<file path="src/rtl/rfr_pkg.sv">
// Shared types, constants and the CRC-16 byte update for the RTU frame receiver.
// No dependencies; imported by every module under rtl/ except rfr_fifo.
package rfr_pkg;

    localparam int CNT_W      = 9;
    localparam int MAXB_W     = 9;
    localparam int MINB_W     = 4;
    localparam int CFG_IDX_W  = 8;
    localparam int CFG_DATA_W = 9;

    localparam logic [MAXB_W-1:0] MAX_RESET = 9'd256;
    localparam logic [MINB_W-1:0] MIN_RESET = 4'd4;
    localparam logic [MINB_W-1:0] MIN_FLOOR = 4'd4;

    localparam int HDR_BYTES = 2;
    localparam int OVERHEAD  = 4;

    localparam logic [15:0] CRC_INIT = 16'hFFFF;
    localparam logic [15:0] CRC_POLY = 16'hA001;

    localparam logic [CFG_IDX_W-1:0] REG_MAX_FRAME = 8'd0;
    localparam logic [CFG_IDX_W-1:0] REG_MIN_FRAME = 8'd1;

    localparam logic OP_BYTE    = 1'b0;
    localparam logic OP_TIMEOUT = 1'b1;

    localparam logic KIND_DATA = 1'b0;
    localparam logic KIND_END  = 1'b1;

    localparam logic [1:0] CMD_CRC   = 2'd0;
    localparam logic [1:0] CMD_DATA  = 2'd1;
    localparam logic [1:0] CMD_END   = 2'd2;
    localparam logic [1:0] CMD_CLEAR = 2'd3;

    typedef struct packed {
        logic       operation;
        logic [7:0] rx_byte;
    } t_in;

    typedef struct packed {
        logic       kind;
        logic [7:0] data_byte;
        logic [7:0] data_index;
        logic       frame_ok;
        logic [7:0] slave_address;
        logic [7:0] function_code;
        logic [7:0] data_length;
    } t_out;

    typedef struct packed {
        logic [1:0]  code;
        logic [7:0]  data_byte;
        logic [7:0]  data_index;
        logic [15:0] rx_crc;
        logic [7:0]  slave_address;
        logic [7:0]  function_code;
        logic [7:0]  data_length;
    } t_cmd;

    function automatic logic [15:0] crc_update(input logic [15:0] crc, input logic [7:0] b);
        logic [15:0] c;
        c = crc ^ {8'h00, b};
        for (int i = 0; i < 8; i++) begin
            c = c[0] ? ((c >> 1) ^ CRC_POLY) : (c >> 1);
        end
        return c;
    endfunction

endpackage

</file>
<file path="src/rtl/rfr_fifo.sv">
// Two-entry register queue with independent push and pop.
// Depends on nothing; used between front and back and on the result side.
module rfr_fifo #(
    parameter int WIDTH = 8
) (
    input  logic             i_clk,
    input  logic             i_rst_n,
    input  logic             i_push,
    input  logic [WIDTH-1:0] i_data,
    output logic             o_full,
    input  logic             i_pop,
    output logic [WIDTH-1:0] o_data,
    output logic             o_empty
);

    logic [WIDTH-1:0] r_mem [2];
    logic             r_wr_ptr;
    logic             r_rd_ptr;
    logic [1:0]       r_count;
    logic             do_push;
    logic             do_pop;

    assign o_full  = (r_count == 2'd2);
    assign o_empty = (r_count == 2'd0);
    assign o_data  = r_mem[r_rd_ptr];
    assign do_push = i_push && !o_full;
    assign do_pop  = i_pop && !o_empty;

    always_ff @(posedge i_clk) begin
        if (!i_rst_n) begin
            r_wr_ptr <= 1'b0;
            r_rd_ptr <= 1'b0;
            r_count  <= 2'd0;
        end else begin
            if (do_push) begin
                r_wr_ptr <= ~r_wr_ptr;
            end
            if (do_pop) begin
                r_rd_ptr <= ~r_rd_ptr;
            end
            if (do_push && !do_pop) begin
                r_count <= r_count + 2'd1;
            end else if (do_pop && !do_push) begin
                r_count <= r_count - 2'd1;
            end
        end
    end

    always_ff @(posedge i_clk) begin
        if (do_push) begin
            r_mem[r_wr_ptr] <= i_data;
        end
    end

endmodule

</file>
<file path="src/rtl/rfr_front.sv">
// Front end: config registers, byte counting, header capture, CRC delay line.
// Turns accepted items into commands for the back end; some bytes give none. Uses rfr_pkg.
module rfr_front #(
    parameter int FRAME_LIMIT = 256
) (
    input  logic                           i_clk,
    input  logic                           i_rst_n,
    input  logic                           i_cfg_valid,
    output logic                           o_cfg_ready,
    input  logic [rfr_pkg::CFG_IDX_W-1:0]  i_cfg_index,
    input  logic [rfr_pkg::CFG_DATA_W-1:0] i_cfg_data,
    input  logic                           i_push,
    input  rfr_pkg::t_in                   i_item,
    input  logic                           i_cmd_full,
    output logic                           o_cmd_push,
    output rfr_pkg::t_cmd                  o_cmd
);
    import rfr_pkg::*;

    logic [MAXB_W-1:0] r_max;
    logic [MINB_W-1:0] r_min;
    logic [CNT_W-1:0]  r_count, n_count;
    logic [7:0]        r_dly0, n_dly0;
    logic [7:0]        r_dly1, n_dly1;
    logic [7:0]        r_addr, n_addr;
    logic [7:0]        r_func, n_func;
    logic [CNT_W-1:0]  cap;
    logic [MINB_W-1:0] minlen;
    logic              accept;

    assign o_cfg_ready = 1'b1;
    assign cap    = (r_max > MAXB_W'(FRAME_LIMIT)) ? MAXB_W'(FRAME_LIMIT) : r_max;
    assign minlen = (r_min < MIN_FLOOR) ? MIN_FLOOR : r_min;
    assign accept = i_push && !i_cmd_full;

    always_comb begin
        n_count    = r_count;
        n_dly0     = r_dly0;
        n_dly1     = r_dly1;
        n_addr     = r_addr;
        n_func     = r_func;
        o_cmd_push = 1'b0;
        o_cmd      = '0;
        if (accept) begin
            if (i_item.operation == OP_BYTE) begin
                if (r_count < cap) begin
                    n_count = r_count + CNT_W'(1);
                    if (r_count == CNT_W'(0)) begin
                        n_addr          = i_item.rx_byte;
                        o_cmd_push      = 1'b1;
                        o_cmd.code      = CMD_CRC;
                        o_cmd.data_byte = i_item.rx_byte;
                    end else if (r_count == CNT_W'(1)) begin
                        n_func          = i_item.rx_byte;
                        o_cmd_push      = 1'b1;
                        o_cmd.code      = CMD_CRC;
                        o_cmd.data_byte = i_item.rx_byte;
                    end else begin
                        n_dly0 = r_dly1;
                        n_dly1 = i_item.rx_byte;
                        if (r_count >= CNT_W'(OVERHEAD)) begin
                            o_cmd_push       = 1'b1;
                            o_cmd.code       = CMD_DATA;
                            o_cmd.data_byte  = r_dly0;
                            o_cmd.data_index = 8'(r_count - CNT_W'(OVERHEAD));
                        end
                    end
                end
            end else begin
                o_cmd_push = 1'b1;
                if (r_count >= CNT_W'(minlen)) begin
                    o_cmd.code          = CMD_END;
                    o_cmd.rx_crc        = {r_dly1, r_dly0};
                    o_cmd.slave_address = r_addr;
                    o_cmd.function_code = r_func;
                    o_cmd.data_length   = 8'(r_count - CNT_W'(OVERHEAD));
                end else begin
                    o_cmd.code = CMD_CLEAR;
                end
                n_count = '0;
                n_dly0  = '0;
                n_dly1  = '0;
                n_addr  = '0;
                n_func  = '0;
            end
        end
    end

    always_ff @(posedge i_clk) begin
        if (!i_rst_n) begin
            r_max   <= MAX_RESET;
            r_min   <= MIN_RESET;
            r_count <= '0;
            r_dly0  <= '0;
            r_dly1  <= '0;
            r_addr  <= '0;
            r_func  <= '0;
        end else begin
            r_count <= n_count;
            r_dly0  <= n_dly0;
            r_dly1  <= n_dly1;
            r_addr  <= n_addr;
            r_func  <= n_func;
            if (i_cfg_valid && o_cfg_ready) begin
                case (i_cfg_index)
                    REG_MAX_FRAME: r_max <= i_cfg_data[MAXB_W-1:0];
                    REG_MIN_FRAME: r_min <= i_cfg_data[MINB_W-1:0];
                    default: ;
                endcase
            end
        end
    end

endmodule

</file>
<file path="src/rtl/rfr_back.sv">
// Back end: running CRC-16, frame check and result formatting.
// Consumes front commands, writes results to the output queue. Uses rfr_pkg.
module rfr_back (
    input  logic          i_clk,
    input  logic          i_rst_n,
    input  rfr_pkg::t_cmd i_cmd,
    input  logic          i_cmd_empty,
    output logic          o_cmd_pop,
    input  logic          i_res_full,
    output logic          o_res_push,
    output rfr_pkg::t_out o_res
);
    import rfr_pkg::*;

    logic [15:0] r_crc, n_crc;
    logic        has_res;

    assign has_res   = (i_cmd.code == CMD_DATA) || (i_cmd.code == CMD_END);
    assign o_cmd_pop = !i_cmd_empty && (!has_res || !i_res_full);

    always_comb begin
        n_crc      = r_crc;
        o_res_push = 1'b0;
        o_res      = '0;
        if (o_cmd_pop) begin
            case (i_cmd.code)
                CMD_CRC: begin
                    n_crc = crc_update(r_crc, i_cmd.data_byte);
                end
                CMD_DATA: begin
                    n_crc            = crc_update(r_crc, i_cmd.data_byte);
                    o_res_push       = 1'b1;
                    o_res.kind       = KIND_DATA;
                    o_res.data_byte  = i_cmd.data_byte;
                    o_res.data_index = i_cmd.data_index;
                end
                CMD_END: begin
                    n_crc               = CRC_INIT;
                    o_res_push          = 1'b1;
                    o_res.kind          = KIND_END;
                    o_res.frame_ok      = (r_crc == i_cmd.rx_crc);
                    o_res.slave_address = i_cmd.slave_address;
                    o_res.function_code = i_cmd.function_code;
                    o_res.data_length   = i_cmd.data_length;
                end
                default: begin
                    n_crc = CRC_INIT;
                end
            endcase
        end
    end

    always_ff @(posedge i_clk) begin
        if (!i_rst_n) begin
            r_crc <= CRC_INIT;
        end else begin
            r_crc <= n_crc;
        end
    end

endmodule

</file>
<file path="src/rtl/rtu_frame_receiver_top.sv">
// Top level of the RTU frame receiver: front end, command queue, back end, result queue.
// Depends on rfr_pkg, rfr_fifo, rfr_front and rfr_back.
//
//  channel  | handshake                 | payload
//  ---------+---------------------------+---------------------------------
//  input    | push / full               | i_item   (t_in)
//  result   | pop / empty               | o_result (t_out)
//  config   | i_cfg_valid / o_cfg_ready | i_cfg_index, i_cfg_data
//
// One item per cycle unless full; the front classifies in its accept cycle and the back
// applies one byte-wide CRC update per command, so the CRC update sets the clock path.
// A command is registered in the command queue, then its result in the result queue.
// Two-entry queues between front and back and on the result side absorb stalls.
// Synchronous active-low reset; config registers reset to 256 and 4.
module rtu_frame_receiver_top #(
    parameter int FRAME_LIMIT = 256
) (
    input  logic                           i_clk,
    input  logic                           i_rst_n,
    input  logic                           i_cfg_valid,
    output logic                           o_cfg_ready,
    input  logic [rfr_pkg::CFG_IDX_W-1:0]  i_cfg_index,
    input  logic [rfr_pkg::CFG_DATA_W-1:0] i_cfg_data,
    input  logic                           push,
    output logic                           full,
    input  rfr_pkg::t_in                   i_item,
    input  logic                           pop,
    output logic                           empty,
    output rfr_pkg::t_out                  o_result
);
    import rfr_pkg::*;

    logic cmd_push;
    logic cmd_full;
    logic cmd_pop;
    logic cmd_empty;
    t_cmd cmd_in;
    t_cmd cmd_out;
    logic res_push;
    logic res_full;
    t_out res_in;

    assign full = cmd_full;

    rfr_front #(
        .FRAME_LIMIT(FRAME_LIMIT)
    ) u_front (
        .i_clk      (i_clk),
        .i_rst_n    (i_rst_n),
        .i_cfg_valid(i_cfg_valid),
        .o_cfg_ready(o_cfg_ready),
        .i_cfg_index(i_cfg_index),
        .i_cfg_data (i_cfg_data),
        .i_push     (push),
        .i_item     (i_item),
        .i_cmd_full (cmd_full),
        .o_cmd_push (cmd_push),
        .o_cmd      (cmd_in)
    );

    rfr_fifo #(
        .WIDTH($bits(t_cmd))
    ) u_cmd_q (
        .i_clk  (i_clk),
        .i_rst_n(i_rst_n),
        .i_push (cmd_push),
        .i_data (cmd_in),
        .o_full (cmd_full),
        .i_pop  (cmd_pop),
        .o_data (cmd_out),
        .o_empty(cmd_empty)
    );

    rfr_back u_back (
        .i_clk      (i_clk),
        .i_rst_n    (i_rst_n),
        .i_cmd      (cmd_out),
        .i_cmd_empty(cmd_empty),
        .o_cmd_pop  (cmd_pop),
        .i_res_full (res_full),
        .o_res_push (res_push),
        .o_res      (res_in)
    );

    rfr_fifo #(
        .WIDTH($bits(t_out))
    ) u_res_q (
        .i_clk  (i_clk),
        .i_rst_n(i_rst_n),
        .i_push (res_push),
        .i_data (res_in),
        .o_full (res_full),
        .i_pop  (pop),
        .o_data (o_result),
        .o_empty(empty)
    );

endmodule
</file>
<file path="config.mk">
export PLATFORM = sky130hd
export DESIGN_NAME = rtu_frame_receiver_top
export DESIGN_NICKNAME = d
export VERILOG_FILES = /design/src/rtl/rfr_pkg.sv /design/src/rtl/rfr_fifo.sv /design/src/rtl/rfr_front.sv /design/src/rtl/rfr_back.sv /design/src/rtl/rtu_frame_receiver_top.sv
export SDC_FILE = /design/constraint.sdc
export NUM_CORES = 1
export LEC_CHECK = 0
export BUFFER_PORTS_ARGS = -buffer_cell sky130_fd_sc_hd__buf_4
export CORE_MARGIN = 5
export CORE_UTILIZATION = 40
export CTS_CLUSTER_SIZE = 12
export DETAILED_ROUTE_END_ITERATION = 7
export HOLD_SLACK_MARGIN = 0.02
export PLACE_DENSITY = 0.63
export SLEW_MARGIN = 20
export SYNTH_ARGS = -nofsm -noshare
export SYNTH_HDL_FRONTEND = slang
export SYNTH_SLANG_ARGS = --single-unit
</file>
<file path="constraint.sdc">
create_clock -name i_clk -period 8.43 [get_ports i_clk]
set_input_delay 1.686 -clock i_clk [delete_from_list [all_inputs] [get_ports i_clk]]
set_output_delay 1.686 -clock i_clk [all_outputs]
set_load 0.01 [all_outputs]
</file>
==> results of run 1 <==
## cell families after synthesis
group                    Yosys count  synth area share (%)
buffers and inverters             63                  2.39
adder cells (fa/ha/maj)           23                  2.39
flip-flops                       280                  63.1
other                              1                0.0311
AND/OR/NAND/NOR                  290                  12.1
multiplexers                     112                  10.1
AO/OA/AOI/OAI                     96                  5.40
XOR/XNOR                          52                  4.59
## critical path, stage by stage (launching register included)
cell and delay [ns]:
dfxtp_4 0.33, buf_4 0.78, mux2i_1 0.36, inv_1 0.19, ha_1 0.36, o22a_1 0.64
clkinv_1 0.48, ha_1 0.45, or3_1 0.37, a21boi_0 0.16
## area by class of cell
type	count	share of cell area, %
Tap cell	390	3.51
Timing Repair Buffer	82	4.42
Multi-Input combinational cell	574	30.0
Clock buffer	48	6.26
Inverter	14	0.377
Clock inverter	8	0.692
Sequential cell	280	54.7
## sequential cells by signal (all words and copies together), names as in the netlist, named ones only
register / count
u_front.r_count: 9
u_front.r_max: 9
u_cmd_q.r_rd_ptr: 1
u_res_q.r_wr_ptr: 1
u_front.r_addr: 8
u_cmd_q.r_mem: 116
u_cmd_q.r_count: 2
u_res_q.r_mem: 84
u_res_q.r_count: 2
u_front.r_dly1: 8
u_front.r_dly0: 8
u_res_q.r_rd_ptr: 1
u_back.r_crc: 16
u_cmd_q.r_wr_ptr: 1
u_front.r_func: 8
u_front.r_min: 4
## layer usage
layer	wire [um]	share of wire, %
met1	11700	48
met2	11400	46
met3	1050	4.3
met4	436	1.8
met5	0	0
## power by group
| part | internal, mW | switching [mW] | total [mW] |
|---|---|---|---|
| Clock | 0.766 | 0.504 | 1.27 |
| Sequential | 1.79 | 0.114 | 1.90 |
| Combinational | 0.572 | 0.675 | 1.25 |
## worst max-delay path by stage
stage	startpoint	endpoint	cells past startpoint
after global placement	flop	u_res_q.r_mem[0][24]	7
after detailed placement	flop	u_res_q.r_mem[0][24]	7
after global routing	flop	u_cmd_q.r_count[1]	9
after CTS	flop	u_res_q.r_mem[1][24]	7
final	flop	u_cmd_q.r_count[1]	9
after floorplan	push	u_cmd_q.r_mem[0][0]	6
## per-stage QoR
stage          setup WS (ns)  std cells
3_3_place_gp            4.17       1339
4_1_cts                 4.02       1395
3_5_place_dp            4.04       1339
5_1_grt                 3.94       1396
2_1_floorplan           1.56        917
6_report                4.23       1396
## cell usage in the layout (no fill, tap or decap), types with 32 or more instances in the layout
cell type | netlist | layout
nand2_1 | 57 | 56
buf_4 | 4 | 82
mux2i_1 | 64 | 64
and3_1 | 32 | 32
nor2_1 | 81 | 81
nand3_1 | 37 | 37
dfxtp_1 | 80 | 78
clkbuf_16 | 0 | 32
mux2_2 | 42 | 42
edfxtp_1 | 200 | 200
==> impl_metrics.csv, run 1 <==
group,metric,value,unit
worst_hold_path,hp-start,"u_front.r_addr[1]",
synthesis,synth_area_leaders,"edfxtp_1 (50%), dfxtp_1 (13%), mux2i_1 (5.3%)",
clock_network,clk_pin_slew,0.06,ns
finish,fillers,2660,
synthesis,synth_common_cells,"edfxtp_1 (200), nor2_1 (81), dfxtp_1 (80)",
clock_network,numClockSinks,280,
synthesis,ys_ff_latch,280,
worst_setup_path,worst_r2r_path_depth,9,
floorplan,row_count,63,
flow_run,max_cap_viol_count,0,
floorplan,core_area,29700,sq um
clock_network,ctsHoldBuffers,0,
synthesis,synthCells,917,
finish,fin_nets,1036,
outcome,status,"completed",
worst_hold_path,min_path_type,"flop to flop",
synthesis,synth_fp_nets,971,
timing,holdWs,0.457,ns
synthesis,synthArstFlopShare,0,%
synthesis,synth_top_area_share,49.8,%
worst_setup_path,arrival,4.66,ns
synthesis,synth_cell_types,58,
synthesis,synthFlopType,"edfxtp_1",
worst_setup_path,crit_type,"flop to flop",
finish,fin_area,13900,sq um
timing,finalHoldViolCount,0,
worst_setup_path,r2r_slack,4.23,ns
place,finalWeightedCongestion,0.796,
drt,drcViolationCount,0,
worst_hold_path,whs_path_depth,2,
synthesis,yosysMostFrequentCell,"edfxtp_1",
drt,wl,24600,um
clock_network,cts_root_buf,"clkbuf_16",
drt,drt_pass1_iterations,5,
worst_setup_path,path_max_fanout,58,
timing,worstMarginPinSlew,1.09,ns
pwr,p_leak,5.05,nW
floorplan,initial_core_util,40.6,%
global_routing,grt_pass1_vias,7099,
timing,slew_headroom,27.2,%
finish,num_antenna_cells,0,
clock_network,cts_inserted_buffers,30,
drt,wl_per_cell,17.6,um
place,place_hpwl,16000,um
global_routing,grt_util_all_layers,14.5,%
clock_network,clk_path_buf_depth,3,
clock_network,cts_tree,"done",
clock_network,cts_resized,0,
clock_network,post_cts_buffers,0,
floorplan,die_w,184,um
timing,max_freq,0.238,GHz
drt,vias_per_cell,5.07,
worst_setup_path,endpoint_kind,"flop",
worst_setup_path,start_kind,"flop",
pwr,power,4.42,mW
synthesis,syn_area,12100,sq um
finish,area_growth,15.4,%
worst_setup_path,required,8.89,ns
timing,drv_slew,0,
synthesis,ys_warn_count,0,
global_routing,overflow,0,
floorplan,ios,76,
drt,drt_iter0_drc,517,
clock_network,htreeDepth,1,
place,placed_area,12900,sq um
global_routing,met1_usage,21.3,%
floorplan,dieArea,33700,sq um
floorplan,die_h,184,um
timing,fin_worst_skew,0.0100,ns
global_routing,antenna_found_initial,0,
place,numPortBuffers,74,
synthesis,yosysSeqAreaShare,63.1,%
timing,finalSetupViolations,0,
worst_setup_path,rr_endpoint,"u_cmd_q.r_count[1]",
drt,vias,7079,
synthesis,synth-edff-count,200,
synthesis,yosysTopAreaCell,"edfxtp_1",
drt,ant_nets,0,
global_routing,busiest_layer,"met2",
timing,finalCritPeriodShare,49.9,%
finish,multi_input_area,4180,sq um
clock_network,clkLatencyLatePin,0.54,ns
finish,drive_gt1_share,19.4,%
global_routing,met2_usage,22.8,%
global_routing,grt_max_degree,75,
worst_hold_path,min_to,"u_front.r_addr[1]",
pwr,power_density,318,nW/um^2
timing,fin_crit,4.20,ns
global_routing,grt_use_met3,2.08,%
timing,rsz0062_at_grt,"false",
synthesis,postSynthAreaPerCell,13.2,sq um
finish,final_core_util,46.8,%
finish,seq_area,7610,sq um
pwr,ir_drop,145,uV
global_routing,grt_pass1_wl,39400,um
timing,final.setup.tns,0,ns
Note: power is estimated with default switching activity, not from simulation.
==> run 2: changes to the inputs <==
==> constraint.sdc (replaced) <==
create_clock -name i_clk -period 4.34 [get_ports i_clk]
set_input_delay 0.868 -clock i_clk [delete_from_list [all_inputs] [get_ports i_clk]]
set_output_delay 0.868 -clock i_clk [all_outputs]
set_load 0.01 [all_outputs]
==> run 2 against run 1 <==
Effect of this change: via count is 0.17% higher; combinational power is 96% higher; cell count is 0.36% higher; fmax is 24% higher; highest routed layer unchanged; critical endpoint is now u_cmd_q.r_mem[1][20].
==> impl_metrics.csv, run 2 (synthesized netlist as in run 1, its figures left out) <==
group,metric,value,unit
floorplan,die_w,184,um
drt,drcViolationCount,0,
worst_setup_path,critPathBufInv,2,
worst_setup_path,r2r_start,"u_front.r_count[2]",
finish,multi_input_area,4190,sq um
pwr,p_leak,5.09,nW
finish,largest_reg_flops,116,
clock_network,clkLatencyLatePin,0.56,ns
worst_setup_path,cp.depth,9,
place,numPortBuffers,74,
drt,ant_nets,0,
clock_network,cts_inserted_buffers,30,
worst_setup_path,required,4.58,ns
finish,final_cell_mix,"edfxtp_1 (200), buf_4 (85), nor2_1 (81)",
global_routing,antenna_found_initial,0,
pwr,power,8.66,mW
clock_network,cts_resized,0,
worst_setup_path,rr_endpoint,"u_cmd_q.r_mem[1][20]",
finish,fillers,2645,
floorplan,dieArea,33700,sq um
worst_setup_path,endpoint_kind,"flop",
timing,rsz0062_at_grt,"false",
worst_setup_path,crit_path_cell_trace,"ha_1 > a21o_1 > a21o_1 > a211oi_1 > o211ai_1 > buf_4 > a21oi_1 > and2_2 > buf_12",
worst_hold_path,hp-start,"u_front.r_func[2]",
worst_setup_path,crit_end,"u_cmd_q.r_mem[1][20]",
global_routing,grt_util_all_layers,14.1,%
timing,fin_worst_skew,0.0205,ns
flow_run,max_cap_viol_count,0,
finish,drive_gt1_share,19.8,%
global_routing,grt_pass1_vias,7107,
clock_network,clk_path_buf_depth,3,
timing,finalSetupViolations,0,
worst_setup_path,cpMostUsedCell,"a21o_1",
place,finalWeightedCongestion,0.800,
clock_network,cts_root_buf,"clkbuf_16",
worst_setup_path,r2r_slack,0.95,ns
worst_hold_path,whs_path_depth,2,
drt,vias_per_cell,5.06,
drt,wl_per_cell,17.2,um
clock_network,clk_pin_slew,0.06,ns
clock_network,ctsHoldBuffers,0,
drt,drt_iter0_drc,382,
worst_setup_path,crit_type,"flop to flop",
global_routing,grt_max_degree,75,
worst_setup_path,cpPeakStageDelay,0.65,ns
global_routing,overflow,0,
drt,vias,7091,
clock_network,post_cts_buffers,0,
finish,fin_nets,1041,
timing,finalHoldViolCount,0,
floorplan,row_count,63,
timing,finalCritPeriodShare,78.2,%
place,place_hpwl,15800,um
timing,slew_headroom,34.1,%
clock_network,numClockSinks,280,
timing,fin_crit,3.39,ns
finish,num_antenna_cells,0,
clock_network,cts_tree,"done",
worst_setup_path,worstSetupStartpoint,"u_front.r_count[2]",
timing,worstMarginPinSlew,0.988,ns
floorplan,initial_core_util,40.6,%
finish,seq_area,7610,sq um
worst_setup_path,critPathTopFamily,"compound AO/OA/AOI/OAI gates",
finish,layout_commonest_cell,"edfxtp_1",
pwr,power_density,618,nW/um^2
drt,drt_pass1_iterations,4,
worst_hold_path,min_path_type,"flop to flop",
finish,top_regs,"u_cmd_q.r_mem (116), u_res_q.r_mem (84), u_back.r_crc (16)",
timing,final.setup.tns,0,ns
global_routing,grt_pass1_wl,38500,um
drt,wl,24100,um
floorplan,ios,76,
clock_network,htreeDepth,1,
worst_setup_path,crit_slowest_cell,"and2_2",
worst_setup_path,path_max_fanout,35,
timing,max_freq,0.295,GHz
pwr,ir_drop,375,uV
finish,final_core_util,47.1,%
floorplan,die_h,184,um
finish,regMostFlops,"u_cmd_q.r_mem",
outcome,status,"completed",
worst_setup_path,arrival,3.64,ns
worst_setup_path,start_kind,"flop",
finish,area_growth,16.1,%
floorplan,core_area,29700,sq um
worst_setup_path,worst_r2r_path_depth,9,
timing,drv_slew,0,
run 2: changes by cell type in the layout (fill, tap and decap cells not counted), moves of 2 or more:
cell       change
buf_4          +3
buf_12         +2
clkbuf_16      -2
nor3_2         -2
nor3_4         +2
run 2: tightest hold or removal path, cell delays in order (launching register included):
cell and delay, ns:
dfxtp_1 0.30, nand3_1 0.06, a21boi_1 0.05
run 2: layout make-up:
class                           count  share of cell area, %
Timing Repair Buffer               87                   4.84
Tap cell                          390                   3.48
Inverter                           14                  0.375
Multi-Input combinational cell    574                   29.9
Clock inverter                     10                   1.10
Clock buffer                       46                   5.93
Sequential cell                   280                   54.3
run 2: power breakdown:
group	leakage (nW)	switching (mW)	total (mW)	internal (mW)
Sequential	2.59	0.217	3.69	3.47
Clock	0.479	1.01	2.51	1.50
Combinational	2.02	1.31	2.45	1.14
Total	5.09	2.54	8.66	6.12
run 2: stage by stage:
stage	hold slack, ns	instance area, sq um	setup WS, ns	cells
finish	0.457	14000	0.946	1401
global route	0.490	14000	0.712	1401
CTS	0.460	14000	0.943	1401
detailed placement	0.454	13000	0.947	1345
global placement	0.448	13000	1.06	1345
floorplan	0.438	12100	0.572	917
run 2: per-layer routing:
| layer | up-vias | global-route usage (%) | wire [um] |
|---|---|---|---|
| met5 | - | 0 | 0 |
| met4 | 0 | 3.90 | 616 |
| met3 | 38 | 2.28 | 1250 |
| met2 | 164 | 21.7 | 10600 |
| met1 | 3426 | 20.8 | 11600 |
| li1 | 3463 | - | - |
run 2: how the worst min path moves through the flow:
stage | end | slack, ns
2_1_floorplan | u_front.r_addr[1] | 0.44
3_3_place_gp | u_front.r_func[2] | 0.45
3_5_place_dp | u_front.r_func[2] | 0.45
4_1_cts | u_front.r_func[2] | 0.46
5_1_grt | u_front.r_func[2] | 0.49
6_report | u_front.r_func[2] | 0.46
==> run 3: changes to the inputs <==
--- a/config.mk
+++ b/config.mk
@@ -11,7 +11,7 @@
 export CTS_CLUSTER_SIZE = 12
 export DETAILED_ROUTE_END_ITERATION = 7
 export HOLD_SLACK_MARGIN = 0.02
-export PLACE_DENSITY = 0.63
+export PLACE_DENSITY = 0.66
 export SLEW_MARGIN = 20
 export SYNTH_ARGS = -nofsm -noshare
 export SYNTH_HDL_FRONTEND = slang
==> constraint.sdc (replaced) <==
create_clock -name i_clk -period 3.1 [get_ports i_clk]
set_input_delay 0.62 -clock i_clk [delete_from_list [all_inputs] [get_ports i_clk]]
set_output_delay 0.62 -clock i_clk [all_outputs]
set_load 0.01 [all_outputs]
==> run 3 against run 2 <==
Effect of this change: combinational power is 44% higher; first-iteration DRC count is 41% higher; worst setup slack worse by 0.56 ns; sequential power is 38% higher; register-to-register slack worse by 0.56 ns; critical path type unchanged.
==> impl_metrics.csv, run 3 (synthesized netlist as in run 1, its figures left out) <==
group,metric,value,unit
drt,drt_iter0_drc,538,
clock_network,cts_resized,0,
timing,drv_slew,0,
worst_hold_path,whs_path_depth,3,
timing,finalSetupViolations,0,
timing,finalCritPeriodShare,87.6,%
timing,rsz0062_at_grt,"false",
drt,wl,24000,um
finish,drive_gt1_share,20.9,%
timing,slew_headroom,54.3,%
flow_run,max_cap_viol_count,0,
timing,worstMarginPinSlew,0.685,ns
worst_setup_path,start_kind,"flop",
finish,num_antenna_cells,0,
finish,final_cell_mix,"edfxtp_1 (200), buf_4 (92), nor2_1 (81)",
timing,fin_worst_skew,0.0224,ns
outcome,status,"completed",
floorplan,row_count,63,
drt,drt_pass1_iterations,4,
clock_network,clk_pin_slew,0.06,ns
worst_hold_path,min_path_type,"input pin to flop",
pwr,ir_drop,492,uV
place,place_hpwl,15600,um
finish,final_cells,1410,
global_routing,grt_util_all_layers,14.2,%
pwr,clockPowerShare,30.0,%
clock_network,post_cts_buffers,0,
finish,fin_area,14200,sq um
clock_network,ctsHoldBuffers,0,
place,numPortBuffers,74,
worst_setup_path,r2r_start,"u_front.r_count[0]",
clock_network,numClockSinks,280,
pwr,netSwitchingPower,3.54,mW
finish,layout_commonest_cell,"edfxtp_1",
clock_network,htreeDepth,1,
worst_setup_path,required,3.58,ns
worst_setup_path,worstSetupStartpoint,"u_front.r_count[0]",
pwr,swShare,28.8,%
global_routing,grt_pass1_vias,7139,
finish,regMostFlops,"u_cmd_q.r_mem",
finish,largest_reg_flops,116,
drt,drcViolationCount,0,
worst_setup_path,arrival,3.19,ns
worst_hold_path,hp-start,"i_cfg_data[8]",
pwr,power,12.3,mW
global_routing,antenna_found_initial,0,
timing,final.setup.tns,0,ns
floorplan,initial_core_util,40.6,%
finish,fin_nets,1050,
global_routing,grt_pass1_wl,38700,um
drt,vias_per_cell,5.08,
drt,wl_per_cell,17.0,um
clock_network,cts_root_buf,"clkbuf_16",
drt,ant_nets,0,
timing,finalHoldViolCount,0,
place,finalWeightedCongestion,0.776,
timing,fin_crit,2.71,ns
drt,vias,7168,
pwr,pwr-share-comb,28.7,%
floorplan,dieArea,33700,sq um
floorplan,die_h,184,um
clock_network,cts_inserted_buffers,30,
worst_setup_path,endpoint_kind,"flop",
clock_network,clkLatencyLatePin,0.57,ns
floorplan,ios,76,
pwr,p_leak,5.18,nW
pwr,internal-power,8.77,mW
floorplan,die_w,184,um
pwr,pwr-share-seq,41.3,%
global_routing,overflow,0,
pwr,power_density,868,nW/um^2
place,place_inst,1354,
timing,max_freq,0.368,GHz
finish,top_regs,"u_cmd_q.r_mem (116), u_res_q.r_mem (84), u_back.r_crc (16)",
finish,final_core_util,47.7,%
worst_setup_path,path_max_fanout,6,
worst_setup_path,worst_r2r_path_depth,9,
worst_setup_path,crit_type,"flop to flop",
global_routing,grt_max_degree,75,
clock_network,clk_path_buf_depth,3,
floorplan,core_area,29700,sq um
finish,area_growth,17.6,%
place,placed_area,13100,sq um
clock_network,cts_tree,"done",
run 3: path summary, 6_finish.rpt:
path | end | slack, ns
hold reg to reg | u_front.r_addr[7] | 0.46
setup / recovery | u_cmd_q.r_count[1] | 0.39
setup reg to reg | u_cmd_q.r_count[1] | 0.39
hold / removal | u_front.r_max[8] | 0.31
run 3: power groups by stage:
| stage | registers [mW] | logic, mW | clock network (mW) |
|---|---|---|---|
| 2_1_floorplan | 5.12 | 2.50 | 0 |
| 4_1_cts | 5.10 | 3.59 | 3.78 |
| 3_3_place_gp | 5.15 | 3.55 | 0 |
| 6_report | 5.09 | 3.53 | 3.69 |
| 5_1_grt | 5.16 | 3.88 | 3.95 |
| 3_5_place_dp | 5.17 | 3.58 | 0 |
run 3: routing by layer:
metal,GRT usage (%),vias to the layer above,routed length [um]
met4,4.38,0,783
met3,2.67,43,1460
met5,0,-,0
li1,-,3482,-
met1,20.3,3446,11100
met2,22.0,197,10700
run 3: stage by stage:
| step | setup slack [ns] | hold slack, ns |
|---|---|---|
| detailed placement | 0.454 | 0.458 |
| floorplan | -0.358 | 0.438 |
| global placement | 0.512 | 0.453 |
| finish | 0.385 | 0.310 |
| CTS | 0.407 | 0.297 |
| global route | 0.132 | 0.313 |
run 3: layout make-up:
| class | instances | area, sq um |
|---|---|---|
| inverters | 14 | 57.6 |
| well taps | 390 | 488 |
| repair buffers | 96 | 771 |
| clock inverters | 7 | 168 |
| multi-input cells | 574 | 4220 |
| clock buffers | 49 | 873 |
| fillers | 2620 | 15500 |
| flip-flops and latches | 280 | 7610 |
run 3: worst max-delay path, cell delays in order (launching register included):
cell and delay, ns:
dfxtp_1 0.41, inv_1 0.16, ha_1 0.31, a211oi_1 0.32
nand2_1 0.10, o31ai_1 0.33, a21oi_1 0.13, ha_1 0.35
or3_1 0.38, a21boi_0 0.17
